[config.mk]
export PLATFORM = sky130hd
export DESIGN_NAME = led_matrix_scan_driver
export DESIGN_NICKNAME = d
export VERILOG_FILES = /design/src/rtl/lmsd_pkg.sv /design/src/rtl/lmsd_ram.sv /design/src/rtl/lmsd_ctrl.sv /design/src/rtl/lmsd_datapath.sv /design/src/rtl/led_matrix_scan_driver.sv
export SDC_FILE = /design/constraint.sdc
export NUM_CORES = 1
export LEC_CHECK = 0
export CELL_PAD_IN_SITES_DETAIL_PLACEMENT = 0
export CELL_PAD_IN_SITES_GLOBAL_PLACEMENT = 1
export CORE_MARGIN = 3
export CORE_UTILIZATION = 49
export CTS_BUF_LIST = sky130_fd_sc_hd__clkbuf_4
export DETAILED_ROUTE_END_ITERATION = 8
export DONT_BUFFER_PORTS = 1
export PLACE_DENSITY = 0.81
export SLEW_MARGIN = 30
export SYNTH_ARGS = -nofsm -noshare
export SYNTH_HDL_FRONTEND = slang
export SYNTH_SLANG_ARGS = --single-unit
[constraint.sdc]
create_clock -name clk_i -period 9.91 [get_ports clk_i]
set_input_delay 2.973 -clock clk_i [delete_from_list [all_inputs] [get_ports clk_i]]
set_output_delay 2.973 -clock clk_i [all_outputs]
set_load 0.02 [all_outputs]
[src/rtl/lmsd_pkg.sv]
package lmsd_pkg;

  localparam int unsigned FrameCols = 14;
  localparam int unsigned FrameRows = 5;
  localparam int unsigned EyeCols   = 7;
  localparam int unsigned GlyphCols = 3;
  localparam int unsigned AddrW     = 3;
  localparam int unsigned MemW      = 2 * FrameRows;
  localparam int unsigned DriveW    = 12;
  localparam int unsigned WordW     = 2 * DriveW;

  localparam logic [DriveW-1:0] RightBase = 12'b1111_1101_0000;
  localparam logic [DriveW-1:0] LeftBase  = 12'b0000_0111_1111;

  typedef enum logic [2:0] {
    FUNC_SET_PIXEL   = 3'd0,
    FUNC_CLEAR_PIXEL = 3'd1,
    FUNC_CLEAR_FRAME = 3'd2,
    FUNC_WRITE_GLYPH = 3'd3,
    FUNC_SCAN_FRAME  = 3'd4
  } func_e;

  typedef struct packed {
    logic load;
    logic clr_frame;
    logic rmw_wr;
    logic k_next;
    logic scan_start;
    logic scan_run;
    logic flush;
  } cmd_t;

  typedef struct packed {
    logic is_pixel;
    logic is_clear;
    logic is_glyph;
    logic is_scan;
    logic tgt_ok;
    logic glyph_done;
    logic blocked;
    logic scan_end;
    logic flush_done;
  } sts_t;

  function automatic logic [3:0] right_col_bit(logic [2:0] c);
    logic [3:0] b;
    case (c)
      3'd0:    b = 4'd8;
      3'd1:    b = 4'd7;
      3'd2:    b = 4'd4;
      3'd3:    b = 4'd6;
      3'd4:    b = 4'd9;
      3'd5:    b = 4'd10;
      default: b = 4'd11;
    endcase
    return b;
  endfunction

  function automatic logic [3:0] right_row_bit(logic [2:0] r);
    logic [3:0] b;
    case (r)
      3'd0:    b = 4'd0;
      3'd1:    b = 4'd3;
      3'd2:    b = 4'd1;
      3'd3:    b = 4'd2;
      default: b = 4'd5;
    endcase
    return b;
  endfunction

  function automatic logic [3:0] left_row_bit(logic [2:0] r);
    logic [3:0] b;
    case (r)
      3'd0:    b = 4'd8;
      3'd1:    b = 4'd9;
      3'd2:    b = 4'd10;
      3'd3:    b = 4'd11;
      default: b = 4'd7;
    endcase
    return b;
  endfunction

  function automatic logic [DriveW-1:0] right_drive(logic [2:0] c, logic [2:0] r);
    logic [DriveW-1:0] d;
    d = RightBase;
    d[right_col_bit(c)] = 1'b0;
    d[right_row_bit(r)] = 1'b1;
    return d;
  endfunction

  function automatic logic [DriveW-1:0] left_drive(logic [2:0] c, logic [2:0] r);
    logic [DriveW-1:0] d;
    d = LeftBase;
    d[{1'b0, c}] = 1'b0;
    d[left_row_bit(r)] = 1'b1;
    return d;
  endfunction

  function automatic logic [FrameRows-1:0] glyph_col(logic g, logic [1:0] k);
    logic [FrameRows-1:0] v;
    case ({g, k})
      3'b000:  v = 5'b11110;
      3'b001:  v = 5'b00101;
      3'b010:  v = 5'b11110;
      3'b100:  v = 5'b11111;
      3'b101:  v = 5'b10101;
      3'b110:  v = 5'b01010;
      default: v = 5'b00000;
    endcase
    return v;
  endfunction

endpackage

[src/rtl/lmsd_ram.sv]
module lmsd_ram #(
  parameter int unsigned Width = 8,
  parameter int unsigned Depth = 8
) (
  input  logic                     clk_i,
  input  logic                     we_i,
  input  logic [$clog2(Depth)-1:0] addr_i,
  input  logic [Width-1:0]         wdata_i,
  output logic [Width-1:0]         rdata_o
);

  logic [Width-1:0] mem_q [Depth];
  logic [Width-1:0] rdata_q;

  always_ff @(posedge clk_i) begin
    if (we_i) begin
      mem_q[addr_i] <= wdata_i;
    end
    rdata_q <= mem_q[addr_i];
  end

  assign rdata_o = rdata_q;

endmodule

[src/rtl/lmsd_ctrl.sv]
module lmsd_ctrl (
  input  logic            clk_i,
  input  logic            rst_ni,
  input  logic            in_valid_i,
  output logic            in_stall_o,
  input  lmsd_pkg::sts_t  sts_i,
  output lmsd_pkg::cmd_t  cmd_o
);

  typedef enum logic [5:0] {
    S_IDLE  = 6'b000001,
    S_DEC   = 6'b000010,
    S_RD    = 6'b000100,
    S_WR    = 6'b001000,
    S_SCAN  = 6'b010000,
    S_FLUSH = 6'b100000
  } state_e;

  state_e state_q, state_d;

  always_comb begin
    state_d = state_q;
    cmd_o   = '0;
    case (state_q)
      S_IDLE: begin
        if (in_valid_i) begin
          cmd_o.load = 1'b1;
          state_d    = S_DEC;
        end
      end
      S_DEC: begin
        if (sts_i.is_clear) begin
          cmd_o.clr_frame = 1'b1;
          state_d         = S_IDLE;
        end else if ((sts_i.is_pixel || sts_i.is_glyph) && sts_i.tgt_ok) begin
          state_d = S_WR;
        end else if (sts_i.is_scan) begin
          cmd_o.scan_start = 1'b1;
          state_d          = S_SCAN;
        end else begin
          state_d = S_IDLE;
        end
      end
      S_RD: begin
        if (sts_i.tgt_ok) begin
          state_d = S_WR;
        end else begin
          state_d = S_IDLE;
        end
      end
      S_WR: begin
        cmd_o.rmw_wr = 1'b1;
        if (sts_i.glyph_done) begin
          state_d = S_IDLE;
        end else begin
          cmd_o.k_next = 1'b1;
          state_d      = S_RD;
        end
      end
      S_SCAN: begin
        cmd_o.scan_run = 1'b1;
        if (!sts_i.blocked && sts_i.scan_end) begin
          state_d = S_FLUSH;
        end
      end
      S_FLUSH: begin
        cmd_o.flush = 1'b1;
        if (sts_i.flush_done) begin
          state_d = S_IDLE;
        end
      end
      default: begin
        state_d = S_IDLE;
      end
    endcase
  end

  always_ff @(posedge clk_i or negedge rst_ni) begin
    if (!rst_ni) begin
      state_q <= S_IDLE;
    end else begin
      state_q <= state_d;
    end
  end

  assign in_stall_o = (state_q != S_IDLE);

endmodule

[src/rtl/lmsd_datapath.sv]
module lmsd_datapath (
  input  logic                               clk_i,
  input  logic                               rst_ni,
  input  logic [2:0]                         func_i,
  input  logic [3:0]                         col_i,
  input  logic [2:0]                         row_i,
  input  logic                               glyph_i,
  input  lmsd_pkg::cmd_t                     cmd_i,
  output lmsd_pkg::sts_t                     sts_o,
  output logic                               out_valid_o,
  input  logic                               out_stall_i,
  output logic [lmsd_pkg::WordW-1:0]         drive_word_o,
  output logic                               last_o
);

  logic [2:0] func_q;
  logic [3:0] col_q;
  logic [2:0] row_q;
  logic       glyph_q;
  logic [1:0] k_q;

  logic [lmsd_pkg::EyeCols-1:0] vld_q;
  logic                         rd_vld_q;

  logic [lmsd_pkg::AddrW-1:0] ram_addr;
  logic                       ram_we;
  logic [lmsd_pkg::MemW-1:0]  ram_wdata;
  logic [lmsd_pkg::MemW-1:0]  ram_rdata;
  logic [lmsd_pkg::MemW-1:0]  old_word;

  logic [4:0]                     tgt_col;
  logic                           left_half;
  logic [lmsd_pkg::AddrW-1:0]     tgt_addr;
  logic [lmsd_pkg::FrameRows-1:0] old_col;
  logic [lmsd_pkg::FrameRows-1:0] new_col;
  logic [lmsd_pkg::FrameRows-1:0] pix_mask;
  logic                           is_pixel;
  logic                           is_glyph;

  logic [2:0]                     r1_q;
  logic [2:0]                     c1_q;
  logic [2:0]                     next_c;
  logic [lmsd_pkg::FrameRows-1:0] scan_mask;
  logic                           rhit;
  logic                           lhit;
  logic                           hit;
  logic [lmsd_pkg::WordW-1:0]     scan_word;
  logic                           advance;

  logic                       pend_valid_q;
  logic [lmsd_pkg::WordW-1:0] pend_word_q;
  logic                       out_free;
  logic                       push;
  logic                       push_last;

  logic                       out_valid_q;
  logic [lmsd_pkg::WordW-1:0] out_word_q;
  logic                       out_last_q;

  assign is_pixel = (func_q == lmsd_pkg::FUNC_SET_PIXEL) ||
                    (func_q == lmsd_pkg::FUNC_CLEAR_PIXEL);
  assign is_glyph = (func_q == lmsd_pkg::FUNC_WRITE_GLYPH);

  assign tgt_col   = {1'b0, col_q} + {3'b000, k_q};
  assign left_half = (tgt_col >= 5'(lmsd_pkg::EyeCols));
  assign tgt_addr  = left_half ? 3'(tgt_col - 5'(lmsd_pkg::EyeCols)) : tgt_col[2:0];

  assign old_word = rd_vld_q ? ram_rdata : '0;
  assign old_col  = left_half ? old_word[9:5] : old_word[4:0];
  assign pix_mask = 5'd1 << row_q;

  always_comb begin
    case (func_q)
      lmsd_pkg::FUNC_SET_PIXEL:   new_col = old_col | pix_mask;
      lmsd_pkg::FUNC_CLEAR_PIXEL: new_col = old_col & ~pix_mask;
      lmsd_pkg::FUNC_WRITE_GLYPH: new_col = lmsd_pkg::glyph_col(glyph_q, k_q);
      default:                    new_col = old_col;
    endcase
  end

  assign ram_wdata = left_half ? {new_col, old_word[4:0]} : {old_word[9:5], new_col};
  assign ram_we    = cmd_i.rmw_wr;

  assign next_c    = (c1_q == 3'(lmsd_pkg::EyeCols - 1)) ? 3'd0 : c1_q + 3'd1;
  assign scan_mask = 5'd1 << r1_q;
  assign rhit      = |(old_word[4:0] & scan_mask);
  assign lhit      = |(old_word[9:5] & scan_mask);
  assign hit       = rhit || lhit;
  assign scan_word = {rhit ? lmsd_pkg::right_drive(c1_q, r1_q) : 12'd0,
                      lhit ? lmsd_pkg::left_drive(c1_q, r1_q) : 12'd0};

  assign out_free = !out_valid_q || !out_stall_i;
  assign advance  = cmd_i.scan_run && !(hit && pend_valid_q && !out_free);

  always_comb begin
    ram_addr = tgt_addr;
    if (cmd_i.scan_start) begin
      ram_addr = '0;
    end else if (cmd_i.scan_run) begin
      ram_addr = advance ? next_c : c1_q;
    end
  end

  assign push      = (advance && hit && pend_valid_q) ||
                     (cmd_i.flush && pend_valid_q && out_free);
  assign push_last = cmd_i.flush;

  lmsd_ram #(
    .Width (lmsd_pkg::MemW),
    .Depth (lmsd_pkg::EyeCols)
  ) u_frame (
    .clk_i   (clk_i),
    .we_i    (ram_we),
    .addr_i  (ram_addr),
    .wdata_i (ram_wdata),
    .rdata_o (ram_rdata)
  );

  always_ff @(posedge clk_i) begin
    rd_vld_q <= vld_q[ram_addr];
    if (cmd_i.load) begin
      func_q  <= func_i;
      col_q   <= col_i;
      row_q   <= row_i;
      glyph_q <= glyph_i;
      k_q     <= 2'd0;
    end else if (cmd_i.k_next) begin
      k_q <= k_q + 2'd1;
    end
    if (cmd_i.scan_start) begin
      r1_q <= 3'd0;
      c1_q <= 3'd0;
    end else if (advance) begin
      c1_q <= next_c;
      if (c1_q == 3'(lmsd_pkg::EyeCols - 1)) begin
        r1_q <= r1_q + 3'd1;
      end
    end
    if (advance && hit) begin
      pend_word_q <= scan_word;
    end
    if (push) begin
      out_word_q <= pend_word_q;
      out_last_q <= push_last;
    end
  end

  always_ff @(posedge clk_i or negedge rst_ni) begin
    if (!rst_ni) begin
      vld_q        <= '0;
      pend_valid_q <= 1'b0;
      out_valid_q  <= 1'b0;
    end else begin
      if (cmd_i.clr_frame) begin
        vld_q <= '0;
      end else if (ram_we) begin
        vld_q[tgt_addr] <= 1'b1;
      end
      if (cmd_i.scan_start) begin
        pend_valid_q <= 1'b0;
      end else if (advance && hit) begin
        pend_valid_q <= 1'b1;
      end else if (cmd_i.flush && out_free) begin
        pend_valid_q <= 1'b0;
      end
      if (push) begin
        out_valid_q <= 1'b1;
      end else if (!out_stall_i) begin
        out_valid_q <= 1'b0;
      end
    end
  end

  assign sts_o.is_pixel   = is_pixel;
  assign sts_o.is_clear   = (func_q == lmsd_pkg::FUNC_CLEAR_FRAME);
  assign sts_o.is_glyph   = is_glyph;
  assign sts_o.is_scan    = (func_q == lmsd_pkg::FUNC_SCAN_FRAME);
  assign sts_o.tgt_ok     = (tgt_col < 5'(lmsd_pkg::FrameCols)) &&
                            (is_glyph || (row_q < 3'(lmsd_pkg::FrameRows)));
  assign sts_o.glyph_done = !is_glyph || (k_q == 2'(lmsd_pkg::GlyphCols - 1));
  assign sts_o.blocked    = !advance;
  assign sts_o.scan_end   = (r1_q == 3'(lmsd_pkg::FrameRows - 1)) &&
                            (c1_q == 3'(lmsd_pkg::EyeCols - 1));
  assign sts_o.flush_done = !pend_valid_q || out_free;

  assign out_valid_o  = out_valid_q;
  assign drive_word_o = out_word_q;
  assign last_o       = out_last_q;

endmodule

[src/rtl/led_matrix_scan_driver.sv]
// Frame buffer and scan driver for two 7x5 LED eyes (14 columns by 5 rows).
// Input channel: in_valid_i / in_stall_o carry one command word made of
// func_i, col_i, row_i and glyph_i. Output channel: out_valid_o / out_stall_i
// carry drive_word_o (left drive in 11:0, right drive in 23:12) and last_o.
// A word moves on a clock edge with valid high and stall low.
// Commands run one at a time; in_stall_o is high while one is in progress.
// Set and clear pixel read and rewrite one frame RAM entry; a glyph write
// does one read-modify-write of the 7-entry frame RAM per column. A scan
// walks the 35 row-column positions, one per cycle through the frame RAM
// read port unless a stall holds it; each lit position yields one drive
// word, held back one word so the final one can carry last_o. The output
// register lets a new command enter while the last drive word still waits.
// When the receiver stalls, the scan pauses at the next lit position and
// resumes as soon as the output register drains.
// Reset clears the frame (per-entry valid bits) and the control state; no
// clearing pass is needed and the block accepts a command straight out of reset.
module led_matrix_scan_driver (
  input  logic                       clk_i,
  input  logic                       rst_ni,
  input  logic                       in_valid_i,
  output logic                       in_stall_o,
  input  logic [2:0]                 func_i,
  input  logic [3:0]                 col_i,
  input  logic [2:0]                 row_i,
  input  logic                       glyph_i,
  output logic                       out_valid_o,
  input  logic                       out_stall_i,
  output logic [lmsd_pkg::WordW-1:0] drive_word_o,
  output logic                       last_o
);

  lmsd_pkg::cmd_t cmd;
  lmsd_pkg::sts_t sts;

  lmsd_ctrl u_ctrl (
    .clk_i      (clk_i),
    .rst_ni     (rst_ni),
    .in_valid_i (in_valid_i),
    .in_stall_o (in_stall_o),
    .sts_i      (sts),
    .cmd_o      (cmd)
  );

  lmsd_datapath u_datapath (
    .clk_i        (clk_i),
    .rst_ni       (rst_ni),
    .func_i       (func_i),
    .col_i        (col_i),
    .row_i        (row_i),
    .glyph_i      (glyph_i),
    .cmd_i        (cmd),
    .sts_o        (sts),
    .out_valid_o  (out_valid_o),
    .out_stall_i  (out_stall_i),
    .drive_word_o (drive_word_o),
    .last_o       (last_o)
  );

endmodule
==> metrics.txt, run 1 <==
status=finished clean; Mapped Nets=563; worst clock skew=0.0180 ns; Synth top area share=55.3%; leakage=2.63 nW; antenna violations before repair=0; area growth from synthesis to layout=6.38%; Via density=5.89; Crit-path slowest cell=nor3_1; Seq/Total Area, Yosys=66.0%; initial core utilization=50.4%; gr usage total=17.7%; Switching Power=0.000618 W; CP arrival=5.54 ns; clock latency on the worst-skew pair=0.54 ns; Final setup viols=0; CP max FO=12; Max stage delay on crit path=0.64 ns; Int Pwr=0.00121 W; Clock power frac=22.0%; Fin Setup TNS=0 ns; final WL=13500 um; hold crit path type=flip-flop to flip-flop; delay-heaviest family, CP=simple AND/OR/NAND/NOR gates; clock buffers created by TritonCTS=17; die area=15900 um2; Distinct cells, synth=56; Clock Path Buffers=2; Hold Fails Final Rpt=0; CTS tree=built; core box area=14000 um2; synthesized instance count=535; CTS Hold Bufs=0; period utilisation layout=53.2%; grt ovf=0; Worst IR Drop VDD=0.194 mV; # port buffers=0; CTS resizes=0; Ys Warns=0; postcts setup bufs=0; pwr dens=243 nW/um2; vias=4297; async set-or-reset flop fraction in the synthesized netlist=9.15%; Final nets=564; max frequency=190 MHz; Die X=126 um; Ant. Diodes=0; Post-synth EDFFs=130; Post-synth top cells=edfxtp_1, nor2_1, nand2_1, mux2i_1, a21oi_1; Data required, critical path=10.17 ns; top cells by area, synth=edfxtp_1, dfxtp_1, dfrtp_1; DRT iter0 DRCs=297; Main synth FF type=edfxtp_1; num rows=43; CP bufs+invs=1; Worst setup SP type=input port; H-tree Lvls=4; CTS sink cnt=164; fin. max-slew vios=0; layout cell share with drive strength beyond 1=10.4%; Critical Path End Type=flip-flop; Max-Cap Viols=0; Post-DRT Antenna Nets=0; Root Driver=clkbuf_4; first-pass GRT wire length=22100 um; max_slew headroom=31.9%; Avg Cell Area, Syn=13.2 um2; combinational power share=27.7%; largest net degree at the start of global routing=38; final worst path period need=5.27 ns; HPWL after detailed placement=9470 um; Yosys reg bits=164; Worst Tran Pin Value=1.01 ns; routed len/inst=18.5 um; Ports=42; Pre-antenna DRT Iters=4; RSZ-0062 raised after global routing=false; most frequent cell after synthesis=edfxtp_1; RePlAce Congestion=0.849; synthesized cell area=7060 um2; post-synth top area cell=edfxtp_1; hold slack=0.432 ns; sw frac=33.8%; Residual DRC=0; vias in the first global route=4180; Die Y=126 um; CTS clk-pin slew, worst paths=0.12 ns; Setup CP Type=input port to flip-flop; Critical Path, Cell by Cell=and3_1, o211ai_1, o221ai_1, o21ai_1, nand2_1, nor3_1, buf_4; Flop pwr share=50.3%
==> kinds of logic after synthesis <==
group	share of synthesized area (%)
mux	6.28
simple gates	9.77
buf+inv	3.24
flops	66.0
xor+xnor	0.497
fa+ha+maj	2.41
compound gates	11.8
==> layout make-up <==
type                    count  area, um2
fillers                  1188       6480
flip-flops and latches    164       4660
multi-input cells         326       2200
well taps                 180        225
clock inverters            14        160
clock buffers              18        135
inverters                  21       78.8
repair buffers              6       45.0
==> metal layers <==
| metal | routed length, um | up-vias | track usage, % |
|---|---|---|---|
| met5 | 0 | - | 0 |
| met4 | 209 | 0 | 5.55 |
| met3 | 610 | 20 | 4.96 |
| met2 | 6790 | 119 | 29.6 |
| met1 | 5890 | 2110 | 22.6 |
| li1 | - | 2048 | - |
==> power groups by stage <==
| stage | Sequential (W) | Clock, W | Combinational, W |
|---|---|---|---|
| after global placement | 0.000931 | 0 | 0.000484 |
| after floorplan | 0.000889 | 0 | 0.000431 |
| after detailed placement | 0.000933 | 0 | 0.000504 |
| final | 0.000919 | 0.000403 | 0.000506 |
| after global routing | 0.000927 | 0.000446 | 0.000562 |
| after CTS | 0.000917 | 0.000415 | 0.000507 |
==> worst register-to-register path, cell delays in order (launching register included) <==
cell and delay, ns:
dfxtp_1 0.38, ha_1 0.25, fa_1 0.57, ha_1 0.31
a211oi_1 0.11, a41oi_1 0.42, a21bo_2 0.24, a31oi_1 0.10
o21ai_1 0.42, nand2_1 0.47, nor3_1 0.65, buf_4 0.28
==> flip-flops by register name, summed over array words and instances, names as in the netlist <==
name                        count
u_datapath.u_frame.mem_q       70
u_datapath.drive_word_o        24
u_datapath.pend_word_q         24
u_datapath.u_frame.rdata_o     10
u_datapath.vld_q                7
u_ctrl.state_q                  6
u_datapath.col_q                4
u_datapath.c1_q                 3
u_datapath.func_q               3
u_datapath.r1_q                 3
u_datapath.row_q                3
u_datapath.k_q                  2
u_datapath.glyph_q              1
u_datapath.last_o               1
u_datapath.out_valid_o          1
u_datapath.pend_valid_q         1
u_datapath.rd_vld_q             1
==> worst paths after layout <==
| check | from | slack (ns) | depth (start not counted) | to |
|---|---|---|---|---|
| setup / recovery | out_stall_i | 4.64 | 7 | u_datapath.u_frame.mem_q[5][6] |
| hold / removal | u_datapath.pend_word_q[18] | 0.43 | 0 | u_datapath.drive_word_o[18] |
| setup reg to reg | u_datapath.k_q[0] | 5.45 | 11 | u_datapath.u_frame.mem_q[5][6] |
| hold reg to reg | u_datapath.pend_word_q[18] | 0.43 | 0 | u_datapath.drive_word_o[18] |
| max in group asynchronous | rst_ni | 7.65 | 0 | u_ctrl.state_q[0] |
| min in group asynchronous | rst_ni | 2.10 | 0 | u_ctrl.state_q[1] |
==> placed cells by master, fill, tap and decap left out, types with 12 or more instances in the layout <==
cell	count
mux2i_1	33
o21ai_0	27
edfxtp_1	130
nor2_1	41
clkbuf_4	18
inv_1	20
a21oi_1	28
dfxtp_1	19
ha_1	12
nand2_1	34
o22ai_1	15
dfrtp_1	14
==> metrics by stage <==
stage	total power, W	instances	util, %	setup WS (ns)	instance area, um2
2_1_floorplan	0.00132	535	-	3.92	7060
3_3_place_gp	0.00142	697	51.4	4.35	7190
3_5_place_dp	0.00144	697	51.5	4.12	7210
4_1_cts	0.00184	729	53.6	4.72	7500
5_1_grt	0.00193	729	53.7	4.48	7510
6_report	0.00183	729	53.7	4.64	7510
Power figures use the tool's default switching activity.
==> run 2: changes to the inputs <==
ABC_AREA = 1   (was unset)
CORE_UTILIZATION = 47   (was 49)
PLACE_DENSITY = 0.84   (was 0.81)
clock period = 4.7 ns   (was 9.91 ns; I/O delays follow)
==> metrics.txt, run 2 <==
Ys Warns=0 (unchanged); initial core utilization=49.0% (-1.4 points); Die Y=131 um (+3.6%); CTS resizes=0 (unchanged); hold slack=0.428 ns (-0.00404 ns); Flop pwr share=51.4% (+1.1 points); Fin Setup TNS=0 ns (unchanged); CTS clk-pin slew, worst paths=0.13 ns (about the same); Distinct cells, synth=42 (-25%); Final setup viols=0 (unchanged); dpl cells=908 (+30%); Synth top area share=53.5% (-1.8 points); CTS tree=built; post-route cell area=7760 um2 (+3.4%); top cells by area, synth=edfxtp_1, nand2_1, dfxtp_1; area growth from synthesis to layout=6.49% (about the same); Yosys reg bits=164 (unchanged); period utilisation layout=80.9%; Via density=5.27 (-11%); R2R depth=15 (+4); Worst IR Drop VDD=0.254 mV (+31%); Clock Path Buffers=2 (unchanged); final worst path period need=3.80 ns; H-tree Lvls=4 (unchanged); sw frac=36.0% (+2.2 points); Avg Cell Area, Syn=10.0 um2 (-24%); max frequency=263 MHz; post-synth top area cell=edfxtp_1; RSZ-0062 raised after global routing=false; status=finished clean; Post-synth top cells=nand2_1, edfxtp_1, inv_1, nor2_1, nand3_1; Ports=42 (unchanged); DRT iter0 DRCs=403 (+36%); Int Pwr=0.00230 W (+90%); Post-DP Area=7520 um2 (+4.4%); fin cells=941 (+29%); Switching Power=0.00129 W (+110%); Crit Reg-Reg Endpoint=u_datapath.u_frame.mem_q[2][3]; vias in the first global route=4771 (+14%); number of flip-flops in the largest register=70 (unchanged); Hold Crit Endpoint=u_datapath.drive_word_o[14]; first-pass GRT wire length=24200 um (+9.6%); antenna violations before repair=1 (+1); RePlAce Congestion=0.928 (+9.3%); combinational power share=28.8% (+1.1 points); layout cell share with drive strength beyond 1=12.2% (+1.8 points); clock buffers created by TritonCTS=17 (unchanged); Seq/Total Area, Yosys=63.9% (-2.1 points); largest register by flop count=u_datapath.u_frame.mem_q; synthesized instance count=729 (+36%); Hold Fails Final Rpt=0 (unchanged); R2R Path Start=u_datapath.r1_q[1]; HPWL after detailed placement=10800 um (+15%); fin. max-slew vios=0 (unchanged); vias=4955 (+15%); final WL=15100 um (+12%); Mapped Nets=757 (+34%); core box area=14900 um2 (+6.3%); async set-or-reset flop fraction in the synthesized netlist=9.15% (unchanged); Final nets=771 (+37%); hold path start=u_datapath.pend_word_q[14]; # port buffers=0 (unchanged); Max-Cap Viols=0 (unchanged); Clock power frac=19.8% (-2.2 points); clock latency on the worst-skew pair=0.55 ns (about the same); pwr dens=463 nW/um2 (+90%); Root Driver=clkbuf_4; num rows=44 (+2.3%); max_slew headroom=31.7% (-0.18 points); CTS Hold Bufs=0 (unchanged); Pre-antenna DRT Iters=6 (+2); Worst Tran Pin Value=1.01 ns (+0.00272 ns); synthesized cell area=7290 um2 (+3.3%); Data required, critical path=4.88 ns (-5.29 ns); worst clock skew=0.0172 ns (-0.000821 ns); Main synth FF type=edfxtp_1; hold depth=0 (unchanged); CP max FO=35 (+23); die area=17000 um2 (+7.3%); Fill cells=1377 (+16%); R2R Setup Slk=0.90 ns (-4.55 ns); grt ovf=0 (unchanged); Post-DRT Antenna Nets=0 (unchanged); Die X=131 um (+3.6%); most frequent cells in the layout=nand2_1, edfxtp_1, inv_1, nor2_1, nand3_1; hold crit path type=flip-flop to flip-flop; Critical Path End Type=flip-flop; gr usage total=18.9% (+1.1 points); Setup CP Type=flip-flop to flip-flop; largest net degree at the start of global routing=36 (-5.3%); CP arrival=3.98 ns (-1.56 ns); leakage=3.27 nW (+24%); Worst setup SP type=flip-flop; Residual DRC=0 (unchanged); postcts setup bufs=0 (unchanged); most frequent cell after synthesis=nand2_1; Post-synth EDFFs=130 (unchanged); routed len/inst=16.1 um (-13%); most common cell after layout, fill and taps aside=nand2_1; CTS sink cnt=164 (unchanged)
run 2: through the flow:
stage / total power, W / util, % / worst slack (ns)
6_report: 0.00359 / 52.2 / 0.898
5_1_grt: 0.00383 / 52.2 / 0.601
4_1_cts: 0.00362 / 52.2 / 0.882
3_5_place_dp: 0.00291 / 50.6 / 0.914
3_3_place_gp: 0.00289 / 50.6 / 1.01
2_1_floorplan: 0.00261 / - / 1.12
run 2: cell families (layout without fill, tap and decap cells):
group           Yosys count  after routing  synth area share, %
compound gates           72             72                 5.46
fa+ha+maj                13             13                 2.33
buf+inv                 110            137                 6.20
other cells               0              1                    0
flops                   164            164                 63.9
simple gates            370            370                 22.1
run 2: worst max path at each step:
stage	start	slack, ns	endpoint
floorplan	out_stall_i	1.12	u_datapath.drive_word_o[0]
global placement	out_stall_i	1.01	u_datapath.u_frame.mem_q[3][7]
detailed placement	u_datapath.r1_q[1]	0.91	u_datapath.u_frame.mem_q[2][3]
CTS	u_datapath.r1_q[1]	0.88	u_datapath.u_frame.mem_q[2][3]
global route	u_datapath.r1_q[1]	0.60	u_datapath.u_frame.mem_q[2][3]
finish	u_datapath.r1_q[1]	0.90	u_datapath.u_frame.mem_q[2][3]
run 2: layer usage:
metal  vias to the layer above  part of all wire [%]  GRT usage, %
li1                       2454                     -             -
met1                      2323                    45          24.7
met4                         0                   2.4          7.92
met3                        25                   4.5          4.35
met2                       153                    48          30.5
met5                         -                     0             0
run 2: critical path, cell delays in order (launching register included):
cell     delay [ns]
dfxtp_1        0.42
inv_1          0.13
ha_1           0.22
nand2_1        0.13
inv_2          0.05
nand2_1        0.06
nand3_1        0.08
nor2_2         0.45
nand2_1        0.16
nand2_2        0.16
nand2_4        0.08
nand2_2        0.12
nand3_4        0.08
nand2_4        0.34
nand2_1        0.22
nor2_1         0.72
run 2: cell type report:
class	instances	area, um2	area share, %
repair buffers	15	113	1.45
multi-input cells	455	2180	28.1
clock inverters	11	80.1	1.03
clock buffers	21	158	2.03
flip-flops and latches	164	4660	60.0
diodes	1	2.50	0.0322
inverters	90	338	4.35
well taps	184	230	2.97
run 2: power groups by stage:
stage | registers, W | logic, W | clock network (W)
finish | 0.00185 | 0.00104 | 0.000712
global route | 0.00186 | 0.00118 | 0.000796
CTS | 0.00185 | 0.00104 | 0.000736
detailed placement | 0.00188 | 0.00103 | 0
global placement | 0.00187 | 0.00102 | 0
floorplan | 0.00184 | 0.000768 | 0
